==> src/sv/e2q_pkg.sv <==
// ----------------------------------------------------------------------------
// e2q_pkg: shared types and constants for the Euler to quaternion block
// Item structs, CORDIC constants and the arctangent table.
// ----------------------------------------------------------------------------
package e2q_pkg;

   localparam int unsigned MaxStages     = 32;
   localparam int unsigned DefaultStages = 24;
   localparam int unsigned AngW          = 36;   // half angle, 2^-30 rad units
   localparam int unsigned CsW           = 34;   // CORDIC x/y, Q2.30 plus guard

   localparam logic signed [AngW-1:0] QPi     = 36'sd3373259426;
   localparam logic signed [AngW-1:0] QHalfPi = 36'sd1686629713;
   localparam logic signed [CsW-1:0]  InvGain = 34'sd652032874;
   localparam logic signed [63:0]     QHalf   = 64'sd536870912;

   typedef struct packed {
      logic signed [31:0] roll_angle;
      logic signed [31:0] pitch_angle;
      logic signed [31:0] yaw_angle;
   } req_type;

   typedef struct packed {
      logic signed [31:0] quat_w;
      logic signed [31:0] quat_x;
      logic signed [31:0] quat_y;
      logic signed [31:0] quat_z;
   } rsp_type;

   // per-angle CORDIC lane state carried between cells
   typedef struct packed {
      logic signed [CsW-1:0]  x;
      logic signed [CsW-1:0]  y;
      logic signed [AngW-1:0] z;
      logic                   neg;
   } lane_type;

   function automatic logic signed [AngW-1:0] atan_entry(input int unsigned idx);
      logic [31:0] v;
      begin
         case (idx)
            0: v = 32'h3243F6A8;   1: v = 32'h1DAC6705;
            2: v = 32'h0FADBAFC;   3: v = 32'h07F56EA6;
            4: v = 32'h03FEAB76;   5: v = 32'h01FFD55B;
            6: v = 32'h00FFFAAA;   7: v = 32'h007FFF55;
            8: v = 32'h003FFFEA;   9: v = 32'h001FFFFD;
            10: v = 32'h000FFFFF;  11: v = 32'h0007FFFF;
            12: v = 32'h0003FFFF;  13: v = 32'h0001FFFF;
            14: v = 32'h0000FFFF;  15: v = 32'h00007FFF;
            16: v = 32'h00003FFF;  17: v = 32'h00001FFF;
            18: v = 32'h00000FFF;  19: v = 32'h000007FF;
            20: v = 32'h000003FF;  21: v = 32'h000001FF;
            22: v = 32'h000000FF;  23: v = 32'h0000007F;
            24: v = 32'h0000003F;  25: v = 32'h0000001F;
            26: v = 32'h0000000F;  27: v = 32'h00000008;
            28: v = 32'h00000004;  29: v = 32'h00000002;
            30: v = 32'h00000001;
            default: v = 32'h00000000;
         endcase
         return AngW'($signed({1'b0, v}));
      end
   endfunction

endpackage

==> src/sv/e2q_cell.sv <==
// ----------------------------------------------------------------------------
// e2q_cell: one CORDIC micro-rotation for the three angle lanes
// Registered; passes its lanes and valid to the next cell.
// ----------------------------------------------------------------------------
module e2q_cell #(
   parameter int unsigned STAGE = 0
) (
   input  logic                clock,
   input  logic                reset,
   input  logic                valid_in,
   input  e2q_pkg::lane_type   lane_in  [3],
   output logic                valid_out,
   output e2q_pkg::lane_type   lane_out [3]
);

   localparam logic signed [e2q_pkg::AngW-1:0] Atan = e2q_pkg::atan_entry(STAGE);

   logic              valid_ff;
   e2q_pkg::lane_type lane_ff [3];
   e2q_pkg::lane_type lane_in_n [3];

   always_comb begin
      for (int k = 0; k < 3; k++) begin
         lane_in_n[k].neg = lane_in[k].neg;
         if (lane_in[k].z >= 0) begin
            lane_in_n[k].x = lane_in[k].x - (lane_in[k].y >>> STAGE);
            lane_in_n[k].y = lane_in[k].y + (lane_in[k].x >>> STAGE);
            lane_in_n[k].z = lane_in[k].z - Atan;
         end else begin
            lane_in_n[k].x = lane_in[k].x + (lane_in[k].y >>> STAGE);
            lane_in_n[k].y = lane_in[k].y - (lane_in[k].x >>> STAGE);
            lane_in_n[k].z = lane_in[k].z + Atan;
         end
      end
   end

   always_ff @(posedge clock) begin
      if (reset) begin
         valid_ff <= 1'b0;
      end else begin
         valid_ff <= valid_in;
      end
      lane_ff <= lane_in_n;
   end

   assign valid_out = valid_ff;
   assign lane_out  = lane_ff;

endmodule

==> config.mk <==
export PLATFORM = sky130hd
export DESIGN_NAME = e2q_cell
export DESIGN_NICKNAME = d
export VERILOG_FILES = /design/src/sv/e2q_pkg.sv /design/src/sv/e2q_cell.sv
export SDC_FILE = /design/constraint.sdc
export NUM_CORES = 1
export LEC_CHECK = 0
export BUFFER_PORTS_ARGS = -buffer_cell sky130_fd_sc_hd__buf_2
export CAP_MARGIN = 25
export CORE_AREA = 2 2 246 248
export DETAILED_ROUTE_END_ITERATION = 10
export DIE_AREA = 0 0 248 250
export PLACE_DENSITY = 0.8
export SYNTH_ARGS = -nofsm -noshare
export SYNTH_HDL_FRONTEND = slang
export SYNTH_SLANG_ARGS = --single-unit
==> constraint.sdc <==
create_clock -name clock -period 8.8 [get_ports clock]
set_input_delay 0.88 -clock clock [delete_from_list [all_inputs] [get_ports clock]]
set_output_delay 0.88 -clock clock [all_outputs]
set_load 0.02 [all_outputs]
==> impl_results.md, run 1 <==
- Fin Setup TNS: 0 ps
- Core Footprint: 59570 um^2
- Max Cap Violations: 0
- Crit. End Element: register
- Root Buffer: clkbuf_16
- DR DRC count: 0
- Critical Path RT: 9310 ps
- DR vias: 29210
- H-tree Lvls: 2
- Pwr/cell area: ~190 nW/um^2
- Combinational Power Share: 41.7%
- Fin crit share: about 62%
- Most frequent cell after synthesis: a21oi_1
- Post-Syn Area: about 28000 um^2
- Net Sw Frac: 40.21%
- Drt initial violations: about 2700
- Slew margin rel.: 28.83%
- Synth top cells by count: 423 x a21oi_1, 393 x ha_1, 326 x inv_1
- Post-synth EDFFs: 0
- Final setup viols: 0
- Final nets: between 4000 and 5000
- Top_reg_cell synth: dfxtp_1
- Routed vias/inst: just under 6
- Ys Warns: 0
- Layout Utilization: around 55%
- Final hold violation count: 0
- Seq/Total Area, Yosys: 22.46%
- Post_cts resized: 0
- Clock sink total: 313
- CTS Hold Bufs: 0
- Starting Density: 46.83%
- First-pass GRT wire length: roughly 150 mm
- Final Max Slew Viols: 0
- Fmax: 0.1841 GHz
- Crit path launch: lane_in[111]
- Port bufs: 633
- NetSw: 0.002475 W
- Worst Path Arrival: 5940 ps
- RSZ-0062 raised after global routing: false
- Worst Tran Pin Value: about 1000 ps
- Die area: around 62000 um^2
- Layout cells sized above 1: between 10% and 20%
- Syn nets: 4313
- Type of the worst setup path: primary input to register
- Ys async rst share: 0%
- Period minus WS final: 5432 ps
- Netlist cell types: about 80
- GRT Total Usage: 30.97%
- Startpoint types: primary input
- Wire length per cell: 20.47 um
- Cell-internal power: 0.003680 W
- Ports: 634
- DP HPWL: 81.31 mm
- Hold Crit Start: lane_in[0]
- Yosys top cell by area: dfxtp_1
- GR Overflow Total: 0
- Clk pwr share: around 28%
- Num rows: 90
- RD Place Congestion: 1.004
- Postcts setup bufs: 0
- Largest net degree at the start of global routing: 78
- Leak: roughly 16 nW
- Number of CTS-inserted buffers: 40
- Initial antenna violation count: 32
- CTS tree: yes
- Hold WC Path Type: primary input to register
- Area grow syn2layout: 18.12%
- Die X: 248 um
- Syn_area_per_cell: 7.770 um^2
- Final wirelength: 101.5 mm
- Share of the synthesized area in the top cell type: 22.46%
- Iteration count of the initial detailed-routing pass: 6
- Maximum vdd drop: 0.0001812 V
- DRT antenna net count: 0
- Status: completed
- Cell count after synthesis: 3590
- Worst-path maximum fanout: 77
- CTS Buffer Depth: 3
- Vias in the first global route: 27060
- Synthesized flop and latch total: roughly 310
- Clock-pin slew on the worst setup and hold paths: 60 ps
- Die Ht: 250 um
- Synth top area cells: dfxtp_1 22%, ha_1 18%, a21oi_1 7.6%
- # fillers: 5632
- Register share of total power: 30.3%
-- cells in the final DEF (no fill, tap or decap), drive strengths merged, types with 14 or more instances in the layout --
cell type and n:
a211oi 48, nand2b 42, and2 19, a31oi 29, clkbuf 53, nor3 67
or3 29, o31ai 45, a221oi 17, nor2 285, xnor2 230, or2 18
inv 331, nand2 191, diode 25, and3 26, buf 639, mux2i 41
o211ai 33, nor4 46, a2111oi 14, dfxtp 313, a21oi 424, ha 393
a21o 95, o21ai 218, nand4 34, nor2b 47, nand3 49, o21bai 98
xor2 53, o21a 23
-- cell families (layout without fill, tap and decap cells) --
kind of cell	count (synthesis)	count (layout)	synth area share [%]
fa+ha+maj	405	405	18.49
compound gates	1179	1179	26.72
xor+xnor	283	283	8.886
mux	41	41	1.471
simple gates	888	888	15.40
buf+inv	481	1043	6.576
other cells	0	25	0
flops	313	313	22.46
-- path summary, 6_finish.rpt --
check,to,slack (ps),depth (start not counted)
max,lane_out[141]$_DFF_P_,3370,18
min,lane_out[0]$_DFF_P_,410,1
-- through the flow --
stage | area, um^2 | setup slack, ps | power [W] | instances | hold slack (ps)
final | 32950 | 3368 | 0.006155 | 4959 | 410.1
after global routing | 32930 | 2997 | 0.006444 | 4952 | 395.4
after CTS | 32890 | 3404 | 0.006144 | 4934 | 386.1
after detailed placement | 31530 | 2820 | 0.004399 | 4866 | 983.9
after global placement | 31530 | 2946 | 0.004390 | 4866 | 983.1
after floorplan | 27890 | 3735 | 0.003507 | 3590 | 907.7
-- metal layers --
layer	routed length (um)	global-route usage (%)	vias up	part of all wire [%]
met5	122	0	-	0.12
met3	9822	6.237	292	9.7
met1	40270	39.21	13570	40
li1	-	-	13790	-
met2	46700	50.70	1537	46
met4	4581	13.29	20	4.5
-- critical path: stages --
cell and delay [ps]:
buf_2 150, nor4_1 320, buf_4 230, nand4_1 100, nor3_1 300, nand2b_4 800
inv_2 250, buf_4 450, ha_1 470, nand3_1 90, a211oi_1 300, o21ai_0 220
a31oi_1 340, nand4_1 140, a21boi_0 320, and3_1 230, o22a_1 150, xor2_1 140
-- sequential cells by signal (all words and copies together) (netlist names) --
signal	count
lane_out	312
valid_out	1
-- power by group through the flow --
stage	Sequential (W)	Clock, W	Combinational, W
2_1_floorplan	0.00228	0	0.00123
3_3_place_gp	0.00189	0	0.00250
3_5_place_dp	0.00189	0	0.00251
4_1_cts	0.00186	0.00176	0.00253
5_1_grt	0.00189	0.00181	0.00275
6_report	0.00186	0.00172	0.00257
-- final cells by class --
type / count / area, um^2 / share of cell area [%]
sequential: 313 / 6266 / 19.02
inverter: 336 / 1261 / 3.828
tap: 782 / 978.4 / 2.970
multi-input combinational: 2796 / 19810 / 60.11
antenna: 25 / 62.56 / 0.1899
timing repair buffer: 639 / 3213 / 9.752
clock inverter: 15 / 209.0 / 0.6342
clock buffer: 53 / 1152 / 3.497
Note: power is estimated with default switching activity, not from simulation.
==> inputs of run 2 (changes only) <==
Settings changed: CORE_AREA 2 2 246 248 to 2 2 247 249, DIE_AREA 0 0 248 250 to 0 0 249 251.
Clock period 8.8 ns to 5.4 ns, I/O delays scaled along.
==> impl_results.md, run 2 (synthesis gave the netlist of run 1 again) <==
- Status: completed
- NetSw: 0.004053 W
- Dpl ws: 513.9 ps
- Die X: roughly 250 um
- Area grow syn2layout: 18.17%
- Cell-internal power: 0.005927 W
- DRT antenna net count: 0
- Critical Path RT: 5870 ps
- Ports: 634
- Total Power: 0.009980 W
- Crit. End Element: register
- CTS tree: yes
- Num rows: 90
- Port bufs: 633
- Core Footprint: around 60000 um^2
- DR DRC count: 0
- Hold EP: lane_out[0]$_DFF_P_
- Final hold violation count: 0
- Hold Crit Depth: 1
- GR Overflow Total: 0
- Reg area: around 6300 um^2
- DR vias: between 20000 and 30000
- RSZ-0062 raised after global routing: false
- Number of CTS-inserted buffers: 39
- Pwr/cell area: 302.8 nW/um^2
- Type of the worst setup path: primary input to register
- Die Ht: 251 um
- Fin Setup TNS: 0 ps
- Net Sw Frac: 40.61%
- Routed vias/inst: 5.916
- Layout cells sized above 1: 18.17%
- Fin crit share: 83.47%
- Final Max Slew Viols: 0
- Post_cts resized: 0
- Slew margin rel.: around 34%
- Hold WC Path Type: primary input to register
- Wire length per cell: 20.56 um
- Iteration count of the initial detailed-routing pass: 6
- Starting Density: 46.65%
- CTS Hold Bufs: 0
- Hold Crit Start: lane_in[0]
- Setup ws final: 892.7 ps
- Multi-input logic area: 19810 um^2
- Largest net degree at the start of global routing: 72
- CTS Buffer Depth: 3
- H-tree Lvls: 2
- Max reg flops: 312
- Max Cap Violations: 0
- Worst Path Arrival: 4970 ps
- Maximum vdd drop: 0.0003222 V
- Drt initial violations: slightly above 3000
- Worst-path maximum fanout: 14
- Period minus WS final: 4507 ps
- Root Buffer: clkbuf_16
- Initial antenna violation count: 30
- Final nets: a little under 5000
- Leak: between 15 and 20 nW
- Startpoint types: primary input
- Commonest cells after routing, fill and taps aside: 633 x buf_2, 423 x a21oi_1, 393 x ha_1
- RD Place Congestion: 1.002
- GRT Total Usage: 30.84%
- Register share of total power: 30.5%
- Clk pwr share: 27.5%
- Commonest non-fill, non-tap cell in the layout: buf_2
- Vias in the first global route: 27220
- Fmax: 0.2219 GHz
- Final wirelength: 102.1 mm
- Postcts setup bufs: 0
- Combinational Power Share: between 40% and 50%
- Worst Tran Pin Value: 970.9 ps
- DP HPWL: 82.26 mm
- Final setup viols: 0
- Clock-pin slew on the worst setup and hold paths: 70 ps
- Die area: 62500 um^2
- # fillers: ~5700
- Clock sink total: 313
- First-pass GRT wire length: ~150 mm
==> run 2: cell types whose count changed in the layout (fill, tap and decap cells not counted), sizes merged <==
cell / delta
clkbuf: -5
clkinvlp: -3
diode: -2
inv: +2
buf: +6
clkinv: +9
==> run 2: layout make-up <==
cell class / count / area share (%)
multi-input combinational: 2796 / 60.09
tap: 782 / 2.968
clock inverter: 23 / 0.8009
inverter: 336 / 3.826
sequential: 313 / 19.01
timing repair buffer: 645 / 9.884
antenna: 23 / 0.1746
clock buffer: 48 / 3.249
==> run 2: power by group through the flow <==
stage	Clock [W]	Sequential, W	Combinational, W
6_report	0.00275	0.00304	0.00419
4_1_cts	0.00280	0.00304	0.00412
5_1_grt	0.00290	0.00308	0.00446
2_1_floorplan	0	0.00371	0.00201
3_3_place_gp	0	0.00308	0.00408
3_5_place_dp	0	0.00309	0.00410
==> run 2: worst max path at each step <==
stage                                 end  depth (start not counted)          from  slack, ps
global placement    lane_out[246]$_DFF_P_                         19  lane_in[246]        660
detailed placement  lane_out[246]$_DFF_P_                         19  lane_in[246]        510
finish              lane_out[246]$_DFF_P_                         19  lane_in[246]        890
floorplan           lane_out[232]$_DFF_P_                         20  lane_in[246]        680
global route        lane_out[246]$_DFF_P_                         19  lane_in[246]        580
CTS                 lane_out[246]$_DFF_P_                         19  lane_in[246]       1060
==> run 2: per-layer routing <==
layer  global-route usage [%]  share of wire (%)
met1                    39.20                 40
met2                    50.36                 46
met3                    5.301                8.8
met4                    15.64                5.1
met5                        0              0.049
==> run 2: critical path, cell delays in order <==
cell	delay [ps]
buf_2	140
inv_1	80
ha_1	130
nor4b_1	410
nand4_1	150
nor3_1	310
nand2b_2	400
inv_2	210
fa_1	440
nand2b_1	180
a21oi_1	250
o31ai_1	100
a31oi_1	390
a311oi_1	270
o31ai_1	490
nand2b_1	110
a21oi_1	170
nor2_1	70
xnor2_1	120
==> run 2: through the flow <==
| step | instance area (um^2) | util, % | hold slack [ps] | instances |
|---|---|---|---|---|
| 6_report | 32960 | 55.13 | 61.03 | 4966 |
| 5_1_grt | 32960 | 55.11 | 41.09 | 4963 |
| 4_1_cts | 32910 | 55.03 | 28.48 | 4943 |
| 3_5_place_dp | 31570 | 52.80 | 644.3 | 4872 |
| 3_3_place_gp | 31570 | 52.80 | 643.3 | 4872 |
| 2_1_floorplan | 27890 | - | 567.7 | 3590 |
